==> src/rtl/mma_pkg.sv <==
package mma_pkg;

  // Parse phase codes
  localparam logic [2:0] PH_GROUND  = 3'd0;  // no message in progress
  localparam logic [2:0] PH_ONE_ONE = 3'd1;  // waiting for the only data byte
  localparam logic [2:0] PH_ONE_TWO = 3'd2;  // waiting for first of two data bytes
  localparam logic [2:0] PH_TWO_TWO = 3'd3;  // waiting for second of two data bytes
  localparam logic [2:0] PH_SYSEX   = 3'd4;  // inside SysEx, data dropped

  // Status byte fields
  localparam logic [3:0] HI_SYSTEM  = 4'hF;
  localparam logic [3:0] HI_PROG    = 4'hC;
  localparam logic [3:0] HI_CHPRESS = 4'hD;

  // System common low nibble codes (bit 3 clear)
  localparam logic [2:0] SYS_SYSEX  = 3'h0;
  localparam logic [2:0] SYS_MTC    = 3'h1;
  localparam logic [2:0] SYS_SPP    = 3'h2;
  localparam logic [2:0] SYS_SONG   = 3'h3;
  localparam logic [2:0] SYS_UNDEF4 = 3'h4;
  localparam logic [2:0] SYS_UNDEF5 = 3'h5;
  localparam logic [2:0] SYS_TUNE   = 3'h6;
  localparam logic [2:0] SYS_EOX    = 3'h7;

  // Message lengths
  localparam logic [1:0] LEN_ONE   = 2'd1;
  localparam logic [1:0] LEN_TWO   = 2'd2;
  localparam logic [1:0] LEN_THREE = 2'd3;

  // One assembled message
  typedef struct packed {
    logic [7:0] status;
    logic [6:0] data1;
    logic [6:0] data2;
    logic [1:0] length;
  } msg_t;

endpackage

==> src/rtl/mma_parser.sv <==
module mma_parser (
  input  logic              clk,
  input  logic              rst,
  input  logic              advance,
  input  logic [7:0]        byte_in,
  output logic              res_valid,
  output mma_pkg::msg_t     res
);
  import mma_pkg::*;

  logic [2:0] phase;
  logic [2:0] phase_next;
  logic [7:0] held_status;
  logic [7:0] held_status_next;
  logic [6:0] held_first_data;
  logic [6:0] held_first_data_next;

  // Decode one byte against the held parse state
  always_comb begin
    phase_next           = phase;
    held_status_next     = held_status;
    held_first_data_next = held_first_data;
    res_valid            = 1'b0;
    res.status           = byte_in;
    res.data1            = '0;
    res.data2            = '0;
    res.length           = LEN_ONE;

    if (byte_in[7]) begin
      if (byte_in[7:4] == HI_SYSTEM) begin
        if (byte_in[3]) begin
          // realtime: pass at once, state untouched
          res_valid = 1'b1;
        end else begin
          held_status_next = byte_in;
          unique case (byte_in[2:0])
            SYS_MTC, SYS_SONG: phase_next = PH_ONE_ONE;
            SYS_SPP:           phase_next = PH_ONE_TWO;
            SYS_UNDEF4, SYS_UNDEF5, SYS_TUNE: res_valid = 1'b1;
            SYS_SYSEX:         phase_next = PH_SYSEX;
            SYS_EOX:           phase_next = PH_GROUND;
            default:           phase_next = PH_GROUND;
          endcase
        end
      end else begin
        // channel status
        held_status_next = byte_in;
        if (byte_in[7:4] == HI_PROG || byte_in[7:4] == HI_CHPRESS) begin
          phase_next = PH_ONE_ONE;
        end else begin
          phase_next = PH_ONE_TWO;
        end
      end
    end else begin
      // data byte
      unique case (phase)
        PH_ONE_ONE: begin
          res_valid  = 1'b1;
          res.status = held_status;
          res.data1  = byte_in[6:0];
          res.length = LEN_TWO;
        end
        PH_ONE_TWO: begin
          held_first_data_next = byte_in[6:0];
          phase_next           = PH_TWO_TWO;
        end
        PH_TWO_TWO: begin
          phase_next = PH_ONE_TWO;
          res_valid  = 1'b1;
          res.status = held_status;
          res.data1  = held_first_data;
          res.data2  = byte_in[6:0];
          res.length = LEN_THREE;
        end
        default: ;  // ground, SysEx, unused codes: drop
      endcase
    end
  end

  // Parse state
  always_ff @(posedge clk) begin
    if (rst) begin
      phase           <= PH_GROUND;
      held_status     <= '0;
      held_first_data <= '0;
    end else if (advance) begin
      phase           <= phase_next;
      held_status     <= held_status_next;
      held_first_data <= held_first_data_next;
    end
  end

endmodule

==> src/rtl/mma_out_reg.sv <==
module mma_out_reg (
  input  logic          clk,
  input  logic          rst,
  input  logic          load,
  input  mma_pkg::msg_t msg_in,
  input  logic          out_stall,
  output logic          out_valid,
  output logic          free,
  output mma_pkg::msg_t msg_out
);
  import mma_pkg::*;

  // Register can take a new word when empty or being drained
  assign free = !out_valid || !out_stall;

  always_ff @(posedge clk) begin
    if (rst) begin
      out_valid <= 1'b0;
    end else if (free) begin
      out_valid <= load;
    end
  end

  always_ff @(posedge clk) begin
    if (load && free) begin
      msg_out <= msg_in;
    end
  end

endmodule

==> src/rtl/midi_message_assembler.sv <==
// MIDI message assembler with running status.
// Input channel: one MIDI byte per word on midi_byte, handshake in_valid /
// in_stall. Output channel: one complete message per word on msg_status,
// msg_data1, msg_data2 and msg_length (1 to 3 valid bytes), handshake
// out_valid / out_stall. Unused data fields read zero.
// Data bytes that complete no message, status bytes that only set up the
// parser, and SysEx payload produce no output word.
// Throughput: one byte per cycle while the input is not stalled. A byte is
// held in the input register, is decoded against the parse state and is
// loaded into the output register as it advances; its message is offered
// from there. The decode lies combinationally between the two registers.
// Reset returns the parser to ground with no status held and empties both
// registers. While out_stall is high the held message stays put; the input
// register keeps draining bytes that produce no output, and stalls the
// input only when a byte with a message finds the output register full.
module midi_message_assembler (
  input  logic       clk,
  input  logic       rst,
  input  logic       in_valid,
  output logic       in_stall,
  input  logic [7:0] midi_byte,
  output logic       out_valid,
  input  logic       out_stall,
  output logic [7:0] msg_status,
  output logic [6:0] msg_data1,
  output logic [6:0] msg_data2,
  output logic [1:0] msg_length
);
  import mma_pkg::*;

  logic       in_reg_valid;
  logic [7:0] in_reg_byte;
  logic       advance;
  logic       res_valid;
  logic       out_free;
  msg_t       res;
  msg_t       msg_q;

  // Byte moves into the parser unless its message is blocked
  assign advance  = in_reg_valid && (!res_valid || out_free);
  assign in_stall = in_reg_valid && !advance;

  // Input register
  always_ff @(posedge clk) begin
    if (rst) begin
      in_reg_valid <= 1'b0;
    end else if (!in_stall) begin
      in_reg_valid <= in_valid;
    end
  end

  always_ff @(posedge clk) begin
    if (in_valid && !in_stall) begin
      in_reg_byte <= midi_byte;
    end
  end

  mma_parser u_parser (
    .clk       (clk),
    .rst       (rst),
    .advance   (advance),
    .byte_in   (in_reg_byte),
    .res_valid (res_valid),
    .res       (res)
  );

  mma_out_reg u_out (
    .clk       (clk),
    .rst       (rst),
    .load      (advance && res_valid),
    .msg_in    (res),
    .out_stall (out_stall),
    .out_valid (out_valid),
    .free      (out_free),
    .msg_out   (msg_q)
  );

  assign msg_status = msg_q.status;
  assign msg_data1  = msg_q.data1;
  assign msg_data2  = msg_q.data2;
  assign msg_length = msg_q.length;

  // A decoded message always reaches the output register
  a_msg_lands: assert property (@(posedge clk) disable iff (rst)
    (advance && res_valid) |=> out_valid)
    else $error("decoded message lost");

  // Output words never carry a zero length
  a_len_nonzero: assert property (@(posedge clk) disable iff (rst)
    out_valid |-> (msg_length != 2'd0))
    else $error("zero length message");

  // Every message starts with a status byte
  a_status_bit: assert property (@(posedge clk) disable iff (rst)
    out_valid |-> msg_status[7])
    else $error("message without status byte");

  // The input stalls only when a message is blocked by a full output
  a_stall_cause: assert property (@(posedge clk) disable iff (rst)
    in_stall |-> (res_valid && out_valid && out_stall))
    else $error("unexpected input stall");

endmodule
==> config.mk <==
export PLATFORM = sky130hd
export DESIGN_NAME = midi_message_assembler
export DESIGN_NICKNAME = d
export VERILOG_FILES = /design/src/rtl/mma_pkg.sv /design/src/rtl/mma_parser.sv /design/src/rtl/mma_out_reg.sv /design/src/rtl/midi_message_assembler.sv
export SDC_FILE = /design/constraint.sdc
export NUM_CORES = 1
export LEC_CHECK = 0
export BUFFER_PORTS_ARGS = -buffer_cell sky130_fd_sc_hd__buf_2
export CAP_MARGIN = 20
export CORE_MARGIN = 2
export CORE_UTILIZATION = 55
export CTS_BUF_LIST = sky130_fd_sc_hd__clkbuf_8
export DETAILED_ROUTE_END_ITERATION = 10
export GPL_TIMING_DRIVEN = 0
export PLACE_DENSITY = 0.82
export SLEW_MARGIN = 10
export SYNTH_ARGS = -nofsm -noshare
export SYNTH_HDL_FRONTEND = slang
export SYNTH_HIERARCHICAL = 1
export SYNTH_SLANG_ARGS = --single-unit
==> constraint.sdc <==
create_clock -name clk -period 3.42 [get_ports clk]
set_input_delay 0.684 -clock clk [delete_from_list [all_inputs] [get_ports clk]]
set_output_delay 0.684 -clock clk [all_outputs]
set_load 0.02 [all_outputs]
==> Yosys cells after proc, flatten, opt, wreduce, memory -nomap -nowiden <==
Index checks and enable logic that the tools add are counted.
{ "word_totals": {"register_bits": 52, "latch_bits": 0, "ram_bits": 0, "mem_bits_ro": 0, "input_bits": 12, "out_inout_bits": 26, "word_cells": 68, "mem_count": 0} }
{ "op_classes": {"addsub": 0, "mul": 0, "n_div": 0, "n_lt_le_gt_ge": 0, "eq_ne": 16, "shift": 0, "muxes": 17, "bitwise": 2, "reduce_logical": 22} }
{ "op_table": {"columns": ["operator", "count"], "rows": [
  ["case mux 15 bit (2 select lines)", 1],
  ["two-way mux 23 bit", 1],
  ["two-way mux 8 bit", 2],
  ["equality test 3 x 2 -> 1 bit (second input constant)", 4],
  ["equality test 3 bit (second input constant)", 4],
  ["equality test 4 bit (second input constant)", 3],
  ["case mux 3 bit (4 select lines)", 1],
  ["two-way mux 3 bit", 3],
  ["two-way mux 7 bit", 1],
  ["equality test 3 x 1 -> 1 bit (second input constant)", 2],
  ["inequality test 6 bit (second input constant)", 1],
  ["case mux 3 bit (2 select lines)", 1],
  ["AND reduction 3 bit", 2],
  ["OR reduction 2 bit", 3],
  ["logical AND 1 bit", 5],
  ["logical NOT 1 bit", 5],
  ["two-way mux 1 bit", 5],
  ["case mux 2 bit (2 select lines)", 1],
  ["AND reduction 4 bit", 1],
  ["logical NOT 3 bit", 1],
  ["logical OR 1 bit", 3],
  ["inequality test 3 bit (second input constant)", 1],
  ["nonzero test 3 bit", 1],
  ["OR reduction 3 bit", 1],
  ["other kinds (3)", 4]
]} }

==> Longest topological paths before layout <==
Gate-level depths: netlist of run 1.
{ "logic_depth": {"word_depth": 13, "ltp_mapped": 11, "mapped_depth_nobuf": 9} }

==> Cells and area by module <==
The synthesis of run 1 kept the hierarchy.
{ "by_module_without_submodules": {"columns": ["module", "instances", "cells_per_inst", "area_per_inst_um2", "seq_area_each_um2"], "rows": [
  ["mma_parser", 1, 140, 1079.8, 360.3],
  ["mma_out_reg", 1, 29, 759.5, 740.7],
  ["midi_message_assembler", 1, 17, 309.0, 260.2]
]} }

==> Least setup slack after synthesis of run 1 <==
No wires, ideal clock.
{ "synth_timing": {"path_kind": "register to register", "from": "register in_reg_byte[1]", "to": "register u_out/msg_out[0] (netlist name) (enable)", "setup_time_ps": 383, "arrival_ps": 1858, "t_required_ps": 3037, "path_slack_ps": 1180, "stages_incl_launch_ff": 8, "n_path_buf": 1, "synth_period_minus_slack_ps": 2240, "path_cell_list": "edfxtp_1 > buf_2 > a21bo_1 > a21oi_1 > or2_1 > nand2_1 > nor2_1 > and2_1"} }
{ "synth_between": {"elab_chain_cells": 11, "elab_cells_between_ends": 13, "classes_between": "eq/ne: 3; mux: 4; reduce/logical: 6"} }
{ "synth_rtl": {"columns": ["element", "line", "rtl"], "rows": [
  ["start, declared", "midi_message_assembler.sv:32", "logic [7:0] in_reg_byte;"],
  ["start signal, assigned", "midi_message_assembler.sv:54", "in_reg_byte <= midi_byte;"],
  ["equality test 3 bit", "mma_parser.sv:36", "unique case (byte_in[2:0])"],
  ["OR reduction 3 bit *", "mma_parser.sv:36", null],
  ["two-way mux 1 bit *", "mma_parser.sv:36", null],
  ["two-way mux 1 bit *", "mma_parser.sv:31", "if (byte_in[3]) begin"],
  ["two-way mux 1 bit *", "mma_parser.sv:30", "if (byte_in[7:4] == HI_SYSTEM) begin"],
  ["two-way mux 1 bit *", "mma_parser.sv:29", "if (byte_in[7]) begin"],
  ["named net res_valid", "midi_message_assembler.sv:34", "logic res_valid;"],
  ["logical NOT 1 bit", "midi_message_assembler.sv:40", "assign advance = in_reg_valid && (!res_valid || out_free);"],
  ["logical OR 1 bit", "midi_message_assembler.sv:40", null],
  ["logical AND 1 bit", "midi_message_assembler.sv:40", null],
  ["logical AND 1 bit *", "midi_message_assembler.sv:70", ".load (advance && res_valid),"],
  ["logical AND 1 bit *", "mma_out_reg.sv:25", "if (load && free) begin"],
  ["end signal, assigned", "mma_out_reg.sv:26", "msg_out <= msg_in;"],
  ["end, declared", "mma_out_reg.sv:9", "output mma_pkg::msg_t msg_out"]
]} }
The timed path passes the listed nets; every way through them passes the cells marked *.
A chain may end at the register's enable or synchronous reset.

==> Worst setup path after layout of run 1 <==
{ "layout_timing": {"from": "register in_reg_byte[1]", "to": "register u_out/msg_out[5] (netlist name) (enable)"} }
Same word-level chain as after synthesis.

==> results of run 1 <==
==> worst max path at each step <==
stage	from	end	slack (ns)	cells past startpoint
floorplan	in_reg_byte[1]	u_out/msg_out[0]	1.18	7
global placement	in_reg_byte[4]	u_out/msg_out[11]	0.78	6
detailed placement	in_reg_byte[1]	u_out/msg_out[14]	0.77	7
CTS	in_reg_byte[1]	u_out/msg_out[2]	0.75	7
global route	in_reg_byte[5]	u_out/msg_out[5]	0.55	7
finish	in_reg_byte[1]	u_out/msg_out[5]	0.73	7
==> state kept, by name, summed over array words and instances (netlist names) <==
signal                    cells
u_parser/held_first_data      7
in_reg_byte                   8
u_out/out_valid               1
u_parser/phase                3
u_out/msg_out                24
u_parser/held_status          8
in_reg_valid                  1
==> layout make-up <==
type,instances,area share (%)
clock buffers,6,3.320
inverters,6,0.9557
repair buffers,37,7.445
plain buffers,14,2.917
multi-input cells,114,27.77
flip-flops and latches,52,54.73
well taps,48,2.414
clock inverters,2,0.4527
==> power groups by stage <==
| stage | clock network, mW | logic (mW) | registers, mW |
|---|---|---|---|
| 3_3_place_gp | 0 | 0.0832 | 0.702 |
| 3_5_place_dp | 0 | 0.0846 | 0.702 |
| 4_1_cts | 0.357 | 0.0850 | 0.688 |
| 5_1_grt | 0.383 | 0.0954 | 0.690 |
| 6_report | 0.347 | 0.0855 | 0.688 |
| 2_1_floorplan | 0 | 0.0545 | 0.706 |
==> logic make-up after synthesis <==
group / count (synthesis)
simple gates: 76
flops: 52
mux: 20
buf+inv: 20
compound gates: 18
==> cell usage in the layout, fill, tap and decap left out, drive strengths merged <==
cell / n
or3: 1
nand2: 24
nand3: 1
buf: 46
a21boi: 1
o21a: 1
and2: 1
clkinvlp: 1
clkbuf: 11
o21ba: 1
o211a: 1
nand2b: 4
a21oi: 2
o31ai: 2
a22oi: 1
or2: 1
clkinv: 1
a311oi: 1
edfxtp: 32
o2111ai: 1
nor2: 29
a31oi: 2
o21ai: 3
a31o: 1
and3: 8
inv: 6
or4: 2
a21bo: 1
mux2i: 20
nor2b: 2
nor3: 2
nand4: 1
dfxtp: 20
==> metrics by stage <==
stage	setup WS, ns	total power, mW
3_3_place_gp	0.7786	0.7849
2_1_floorplan	1.180	0.7609
6_report	0.7335	1.121
5_1_grt	0.5487	1.168
4_1_cts	0.7535	1.130
3_5_place_dp	0.7747	0.7870
==> routing by layer <==
| layer | track usage, % | share of wire (%) |
|---|---|---|
| met3 | 4.899 | 6.2 |
| met5 | 0 | 0 |
| met2 | 31.62 | 49 |
| met4 | 7.398 | 1.5 |
| met1 | 23.88 | 43 |
==> worst max-delay path, stage by stage, from the launching register on <==
cell                       delay (ns)
sky130_fd_sc_hd__edfxtp_1        0.36
sky130_fd_sc_hd__buf_2           0.19
sky130_fd_sc_hd__a21bo_1         0.21
sky130_fd_sc_hd__a21oi_1         0.23
sky130_fd_sc_hd__or2_1           0.18
sky130_fd_sc_hd__nand2_1         0.12
sky130_fd_sc_hd__nor2_1          0.13
sky130_fd_sc_hd__and2_1          0.88
==> impl_metrics.toml, run 1 <==
[logic_synthesis]
postSynthNetCount = 198
muxShareOfSynthArea_pct = 9.319
yosys_most_used_dff = "sky130_fd_sc_hd__edfxtp_1"
synth-seq-area-share_pct = 63.37
syn-instance-count = 186
synth_simple_gate_area_share_pct = 16.48
synthesis.yosys.warnings = 6
synth_compound_gate_area_share_pct = 6.348
syn_area_um2 = 2148
synth_top_cell_by_area = "sky130_fd_sc_hd__edfxtp_1"
adder_cell_share_of_the_synthesized_area_pct = 0
synth_cell_types = 36
synth_most_common_cell = "sky130_fd_sc_hd__edfxtp_1"
synthTopCellsByArea = "sky130_fd_sc_hd__edfxtp_1 (45%), sky130_fd_sc_hd__dfxtp_1 (19%), sky130_fd_sc_hd__mux2i_1 (9.3%)"
synth_top_area_share_pct = 44.73
number_of_register_bits_inferred_by_synthesis = 52
synth_top_family_by_area = "simple AND/OR/NAND/NOR gates"
synth_enable_flop_cells = 32
synth.avg_cell_area_um2 = 11.55
synthXorXnorAreaFrac_pct = 0
synth_common_cells = "sky130_fd_sc_hd__edfxtp_1 (32), sky130_fd_sc_hd__nor2_1 (29), sky130_fd_sc_hd__nand2_1 (24), sky130_fd_sc_hd__dfxtp_1 (20), sky130_fd_sc_hd__mux2i_1 (20)"
synthArstFlopShare_pct = 0

[worst_setup_path]
startpoint_class = "flop"
depth_of_the_worst_register_to_register_path = 7
criticalPathCategory = "reg -> reg"
cp.arrival_ns = 2.61
timing.critical_path.fanout_max = 24
setup.reg_to_reg.worst_slack_ns = 0.73
required_time_of_the_critical_path_ns = 3.34
worst_flop_to_flop_path_startpoint = "in_reg_byte[1]"
end_kind = "flop"
reg2reg_to = "u_out/msg_out[5]"

[route]
first_pass_iters = 4
wirelength_mm = 3.676
drcViolationCount = 0
vias_per_cell = 5.222
detail-route-antenna-nets = 0
detailedRoute.firstIterationViolations = 150
via_count = 1457
route.detailed.wl_per_inst_um = 13.18

[run_status]
run_status = "complete, no violations"

[power]
internal_power_uw = 874.2
net_switching_power_of_the_design_uw = 246.4
sequentialPowerShare_pct = 61.4
p_per_area_nw_per_um2 = 450.5
peakVddDrop_uv = 314.2
swShare_pct = 21.99
p_comb_share_pct = 7.6
total_leakage_power_nw = 0.9732
clockPowerShare_pct = 31.0

[global_routing]
first_global_vias = 1351
grt_antenna_before_repair = 0
pin_count_of_the_biggest_net_entering_global_routing = 25
total_routing_usage_reported_by_global_routing_pct = 19.07
grt_first_pass_wirelength_mm = 6.161
overflow = 0

[min_path]
whs_path_depth = 2
worst_hold_startpoint = "u_parser/held_status[7]"
min_path_type = "reg -> reg"
worst_hold_path.endpoint = "u_parser/held_status[7]"

[floorplanning]
die_area_um2 = 4422
std_cell_rows = 22
effective_utilization_at_floorplan_pct = 57.81
io-pin-count = 38
x_dimension_of_the_die_um = 66.50
fp.dieH_um = 66.50
core_area_um2 = 3716

[clock_network]
cts_max_level = 2
worst_setup_hold_path_clk_slew_ns = 0.08
holdBufCountCts = 0
clkSinkCount = 52
cts.repair_timing.setup_buffer_count = 0
tritoncts.num_buffers = 5
cts-root-buf = "sky130_fd_sc_hd__clkbuf_8"
clock_tree_from_tritoncts = "yes"
insertion_delay_ns = 0.30
count_of_instances_resized_after_the_clock_tree_is_built = 0
number_of_buffers_between_clock_root_and_the_deepest_sink = 2

[place]
placement.io_buffers = 37
placed_cell_area_um2 = 2394
routabilityCongestion = 0.8108
dp_hpwl_mm = 2.516
dpl.cell_count = 271

[layout]
multi_input_area_um2 = 690.7
layout.cells.non_filler = 279
finalNetCount = 242
post_layout_util_pct = 66.94
post_route_cells_drive_above_1_share_pct = 25.11
antennaDiodeCount = 0
final-seq-area_um2 = 1361
fill_count = 285
layout-area-overhead-vs-synth_pct = 15.78
postLayoutCellArea_um2 = 2487

[sta]
finalMaxSlewViolations = 0
hold-worst-slack_ns = 0.4848
clock_skew_after_layout_ns = 0.005025
timing.final.hold_violations = 0
period_share_pct = 78.55
worst-slew-pin-transition_ns = 1.117
totalNegativeSetupSlack_ns = 0
max_freq_ghz = 0.3722
rsz0062_at_grt = "false"
slew-limit-headroom_pct = 25.56
timing.final.setup_violations = 0
post-route-min-period_ns = 2.687

[flow_run]
cap_violations = 0
(Power assumes the default switching activity.)
==> run 2, diff against run 1 <==
clock period = 2.5 ns   (was 3.42 ns; I/O delays follow)
==> impl_metrics.toml, run 2 (synthesis gave the netlist of run 1 again) <==
[power]
internal_power_mw = 1.196
sequentialPowerShare_pct = 61.4
clockPowerShare_pct = 31.0
total_leakage_power_nw = 0.9737
p_comb_share_pct = 7.6
p_per_area_nw_per_um2 = 615.1
peakVddDrop_uv = 430.0
swShare_pct = 21.99
net_switching_power_of_the_design_uw = 337.2

[layout]
layout-area-overhead-vs-synth_pct = 16.02
layout.cells.most_common = "sky130_fd_sc_hd__buf_2"
largest-register = "u_out/msg_out"
most-common-layout-cells = "sky130_fd_sc_hd__buf_2 (44), sky130_fd_sc_hd__edfxtp_1 (32), sky130_fd_sc_hd__nor2_1 (29)"
largest_register_ff_count = 24
fill_count = 285
biggestRegsByFlops = "u_out/msg_out (24), in_reg_byte (8), u_parser/held_status (8)"
post_layout_util_pct = 67.07
post_route_cells_drive_above_1_share_pct = 25.97
finalNetCount = 242
antennaDiodeCount = 0
postLayoutCellArea_um2 = 2492

[floorplanning]
std_cell_rows = 22
fp.dieH_um = 66.50
die_area_um2 = 4422
io-pin-count = 38
x_dimension_of_the_die_um = 66.50
core_area_um2 = 3716
effective_utilization_at_floorplan_pct = 57.81

[clock_network]
holdBufCountCts = 0
cts_max_level = 2
cts-root-buf = "sky130_fd_sc_hd__clkbuf_8"
tritoncts.num_buffers = 5
cts.repair_timing.setup_buffer_count = 0
clkSinkCount = 52
insertion_delay_ns = 0.30
number_of_buffers_between_clock_root_and_the_deepest_sink = 2
clock_tree_from_tritoncts = "yes"
worst_setup_hold_path_clk_slew_ns = 0.08

[global_routing]
pin_count_of_the_biggest_net_entering_global_routing = 25
grt_most_used_layer = "met2"
grt_use_met2_pct = 31.62
grt_first_pass_wirelength_mm = 6.161
use_met1_pct = 23.88
total_routing_usage_reported_by_global_routing_pct = 19.07
overflow = 0
grt.met3_usage_pct = 4.899
grt_antenna_before_repair = 0
first_global_vias = 1351

[sta]
post-route-min-period_ns = 2.318
timing.final.hold_violations = 0
slew-limit-headroom_pct = 62.39
totalNegativeSetupSlack_ns = 0
finalMaxSlewViolations = 0
period_share_pct = 92.73
worst-slew-pin-transition_ns = 0.5641
clock_skew_after_layout_ns = 0.004708
timing.final.setup_violations = 0
max_freq_ghz = 0.4314
rsz0062_at_grt = "true"

[place]
placement.io_buffers = 37
dp_hpwl_mm = 2.516
routabilityCongestion = 0.8108
placed_cell_area_um2 = 2394

[run_status]
run_status = "complete, no violations"

[route]
via_count = 1453
route.detailed.wl_per_inst_um = 12.98
detailedRoute.firstIterationViolations = 139
detail-route-antenna-nets = 0
first_pass_iters = 4
wirelength_mm = 3.621
drcViolationCount = 0
vias_per_cell = 5.208

[worst_setup_path]
timing.critical_path.fanout_max = 9
criticalPathCategory = "reg -> out"
end_kind = "output port"
startpoint_class = "flop"
required_time_of_the_critical_path_ns = 2.00
cp.arrival_ns = 1.82

[flow_run]
cap_violations = 0

[min_path]
min_path_type = "in -> reg"
run 2: layer usage:
metal	vias up	share of wire [%]
met1	662	43
li1	733	-
met2	53	49
met4	0	1.5
met5	-	0
met3	5	6.4
run 2: layout make-up:
type,count,area [um^2],area share [%]
buffer,14,72.57,2.912
clock buffer,6,82.58,3.313
clock inverter,2,11.26,0.4518
inverter,6,23.77,0.9538
multi-input combinational,114,695.7,27.91
sequential,52,1361,54.62
tap,48,60.06,2.410
timing repair buffer,37,185.2,7.430
run 2: power by group through the flow:
stage | Sequential (mW) | Clock (mW) | Combinational, mW
2_1_floorplan | 0.966 | 0 | 0.0745
3_3_place_gp | 0.960 | 0 | 0.114
3_5_place_dp | 0.961 | 0 | 0.116
4_1_cts | 0.941 | 0.489 | 0.116
5_1_grt | 0.943 | 0.523 | 0.131
6_report | 0.941 | 0.475 | 0.117
run 2: timing repair:
action / in CTS / in global routing
gates resized for setup: 1 / 1
setup endpoints to repair: 24 / 2
pin swaps: 0 / 0
run 2: per-stage QoR:
stage / total power [mW] / setup slack [ns] / cells / hold slack (ns)
detailed placement: 1.077 / -0.1453 / 271 / 0.4611
finish: 1.533 / 0.1818 / 279 / 0.3684
global placement: 1.074 / -0.1414 / 271 / 0.4599
floorplan: 1.041 / 0.2596 / 186 / 0.4410
global route: 1.598 / -0.002719 / 279 / 0.3469
CTS: 1.546 / 0.09661 / 279 / 0.3585
run 2: worst paths after layout:
| kind | slack [ns] | depth (start not counted) | from | to |
|---|---|---|---|---|
| worst min register to register | 0.49 | 2 | u_parser/held_status[7] | u_parser/held_status[7] |
| worst max register to register | 0.22 | 10 | in_reg_byte[2] | u_parser/held_status[0] |
| worst min-delay path | 0.37 | 1 | midi_byte[7] | in_reg_byte[7] |
| worst max-delay path | 0.18 | 7 | in_reg_byte[5] | in_stall |
run 2: worst max-delay path, cell delays in order (launching register included):
cell and delay [ns]:
sky130_fd_sc_hd__edfxtp_1 0.32, sky130_fd_sc_hd__buf_2 0.20, sky130_fd_sc_hd__nand4_1 0.22, sky130_fd_sc_hd__a21oi_2 0.22
sky130_fd_sc_hd__or2_1 0.15, sky130_fd_sc_hd__nand2_1 0.12, sky130_fd_sc_hd__nor2_1 0.12, sky130_fd_sc_hd__buf_2 0.17
==> run 3, diff against run 2 <==
CORE_MARGIN = unset   (was 2)
CORE_UTILIZATION = 57   (was 55)
PLACE_DENSITY = 0.84   (was 0.82)
==> impl_metrics.toml, run 3 (synthesis gave the netlist of run 1 again) <==
[route]
m1WireLength_mm = 1.570
drcViolationCount = 0
wirelength_mm = 3.856
met2_wirelength_mm = 1.870
topRoutingLayerUsed = "met4"
vias_per_cell = 5.333
first_pass_iters = 4
detail-route-antenna-nets = 0
wl_met3_um = 320
via_count = 1488
route.detailed.wl_per_inst_um = 13.82
detailedRoute.firstIterationViolations = 80

[layout]
post_layout_util_pct = 72.87
largest_register_ff_count = 24
postLayoutCellArea_um2 = 2527
most-common-layout-cells = "sky130_fd_sc_hd__buf_2 (44), sky130_fd_sc_hd__edfxtp_1 (32), sky130_fd_sc_hd__nor2_1 (29)"
biggestRegsByFlops = "u_out/msg_out (24), in_reg_byte (8), u_parser/held_status (8)"
post_route_cells_drive_above_1_share_pct = 27.04
antennaDiodeCount = 0
finalNetCount = 244
layout-area-overhead-vs-synth_pct = 17.65
layout.cells.most_common = "sky130_fd_sc_hd__buf_2"
largest-register = "u_out/msg_out"
fill_count = 260

[sta]
timing.final.setup_violations = 0
rsz0062_at_grt = "false"
clock_skew_after_layout_ns = 0.007115
post-route-min-period_ns = 2.329
max_freq_ghz = 0.4294
timing.final.ws_setup_ns = 0.1713
period_share_pct = 93.15
slew-limit-headroom_pct = 66.41
timing.final.hold_violations = 0
finalMaxSlewViolations = 0
worst-slew-pin-transition_ns = 0.5038

[place]
dp_slack_ns = -0.2319
routabilityCongestion = 0.8260
placement.io_buffers = 37
placed_cell_area_um2 = 2391
dp_hpwl_mm = 2.571

[clock_network]
clock_tree_from_tritoncts = "yes"
insertion_delay_ns = 0.31
worst_setup_hold_path_clk_slew_ns = 0.10
number_of_buffers_between_clock_root_and_the_deepest_sink = 2
holdBufCountCts = 0
cts-root-buf = "sky130_fd_sc_hd__clkbuf_8"
cts_max_level = 2
tritoncts.num_buffers = 5
clkSinkCount = 52

[worst_setup_path]
cp.arrival_ns = 2.52
end_kind = "flop"
startpoint_class = "flop"
timing.critical_path.fanout_max = 10
criticalPathCategory = "reg -> reg"
required_time_of_the_critical_path_ns = 2.69

[global_routing]
first_global_vias = 1369
pin_count_of_the_biggest_net_entering_global_routing = 25
total_routing_usage_reported_by_global_routing_pct = 21.23
grt_first_pass_wirelength_mm = 6.292
grt_antenna_before_repair = 0
overflow = 0

[flow_run]
cap_violations = 0

[floorplanning]
std_cell_rows = 21
fp.dieH_um = 63.39
x_dimension_of_the_die_um = 63.39
die_area_um2 = 4018
io-pin-count = 38
effective_utilization_at_floorplan_pct = 61.94
core_area_um2 = 3468

[run_status]
run_status = "complete, no violations"

[min_path]
min_path_type = "in -> reg"

[power]
report.power.total_mw = 1.642
peakVddDrop_uv = 606.0
p_per_area_nw_per_um2 = 649.9
total_leakage_power_nw = 0.9900
-- run 3: path summary, 6_finish.rpt --
kind / start / endpoint / slack [ns] / depth (start not counted)
max: in_reg_byte[7] / u_parser/held_status[5] / 0.17 / 11
min reg2reg: u_parser/held_status[7] / u_parser/held_status[7] / 0.48 / 2
max reg2reg: in_reg_byte[7] / u_parser/held_status[5] / 0.17 / 11
min: midi_byte[5] / in_reg_byte[5] / 0.36 / 1
-- run 3: cell type report --
| cell class | count | area [um^2] | area share [%] |
|---|---|---|---|
| plain buffers | 14 | 72.57 | 2.871 |
| clock buffers | 5 | 68.82 | 2.723 |
| clock inverters | 3 | 46.29 | 1.832 |
| inverters | 6 | 23.77 | 0.9406 |
| multi-input cells | 114 | 696.9 | 27.57 |
| flip-flops and latches | 52 | 1361 | 53.86 |
| well taps | 46 | 57.56 | 2.277 |
| repair buffers | 39 | 200.2 | 7.921 |
-- run 3: critical path, cell delays in order (launching register included) --
cell	delay (ns)
sky130_fd_sc_hd__edfxtp_1	0.36
sky130_fd_sc_hd__buf_6	0.14
sky130_fd_sc_hd__inv_2	0.05
sky130_fd_sc_hd__nand3_4	0.10
sky130_fd_sc_hd__clkinv_2	0.15
sky130_fd_sc_hd__or2_1	0.28
sky130_fd_sc_hd__a21boi_1	0.26
sky130_fd_sc_hd__nand2_1	0.11
sky130_fd_sc_hd__o21ba_1	0.21
sky130_fd_sc_hd__buf_2	0.22
sky130_fd_sc_hd__mux2i_1	0.25
sky130_fd_sc_hd__nor2_1	0.06
-- run 3: routing by layer --
metal,up-vias,track usage (%)
li1,736,-
met1,675,25.30
met2,66,33.51
met3,11,6.884
met4,0,12.22
met5,-,0
-- run 3: stage by stage --
stage	hold slack, ns	setup TNS (ns)	instances
after floorplan	0.4410	0	186
after global placement	0.4575	-3.701	269
after detailed placement	0.4675	-5.543	269
after CTS	0.3467	0	277
after global routing	0.3412	0	279
final	0.3584	0	279
-- run 3: power breakdown --
group	switching, mW	total, mW	internal (mW)
combinational	0.0747	0.122	0.0474
clock	0.279	0.580	0.301
sequential	0.0103	0.940	0.930
total	0.364	1.64	1.28
-- run 3: what timing repair did --
action / 4_1_cts / 5_1_grt
endpoints found under the setup margin: 24 / 25
resized for setup: 1 / 2
buffers inserted: 0 / 2
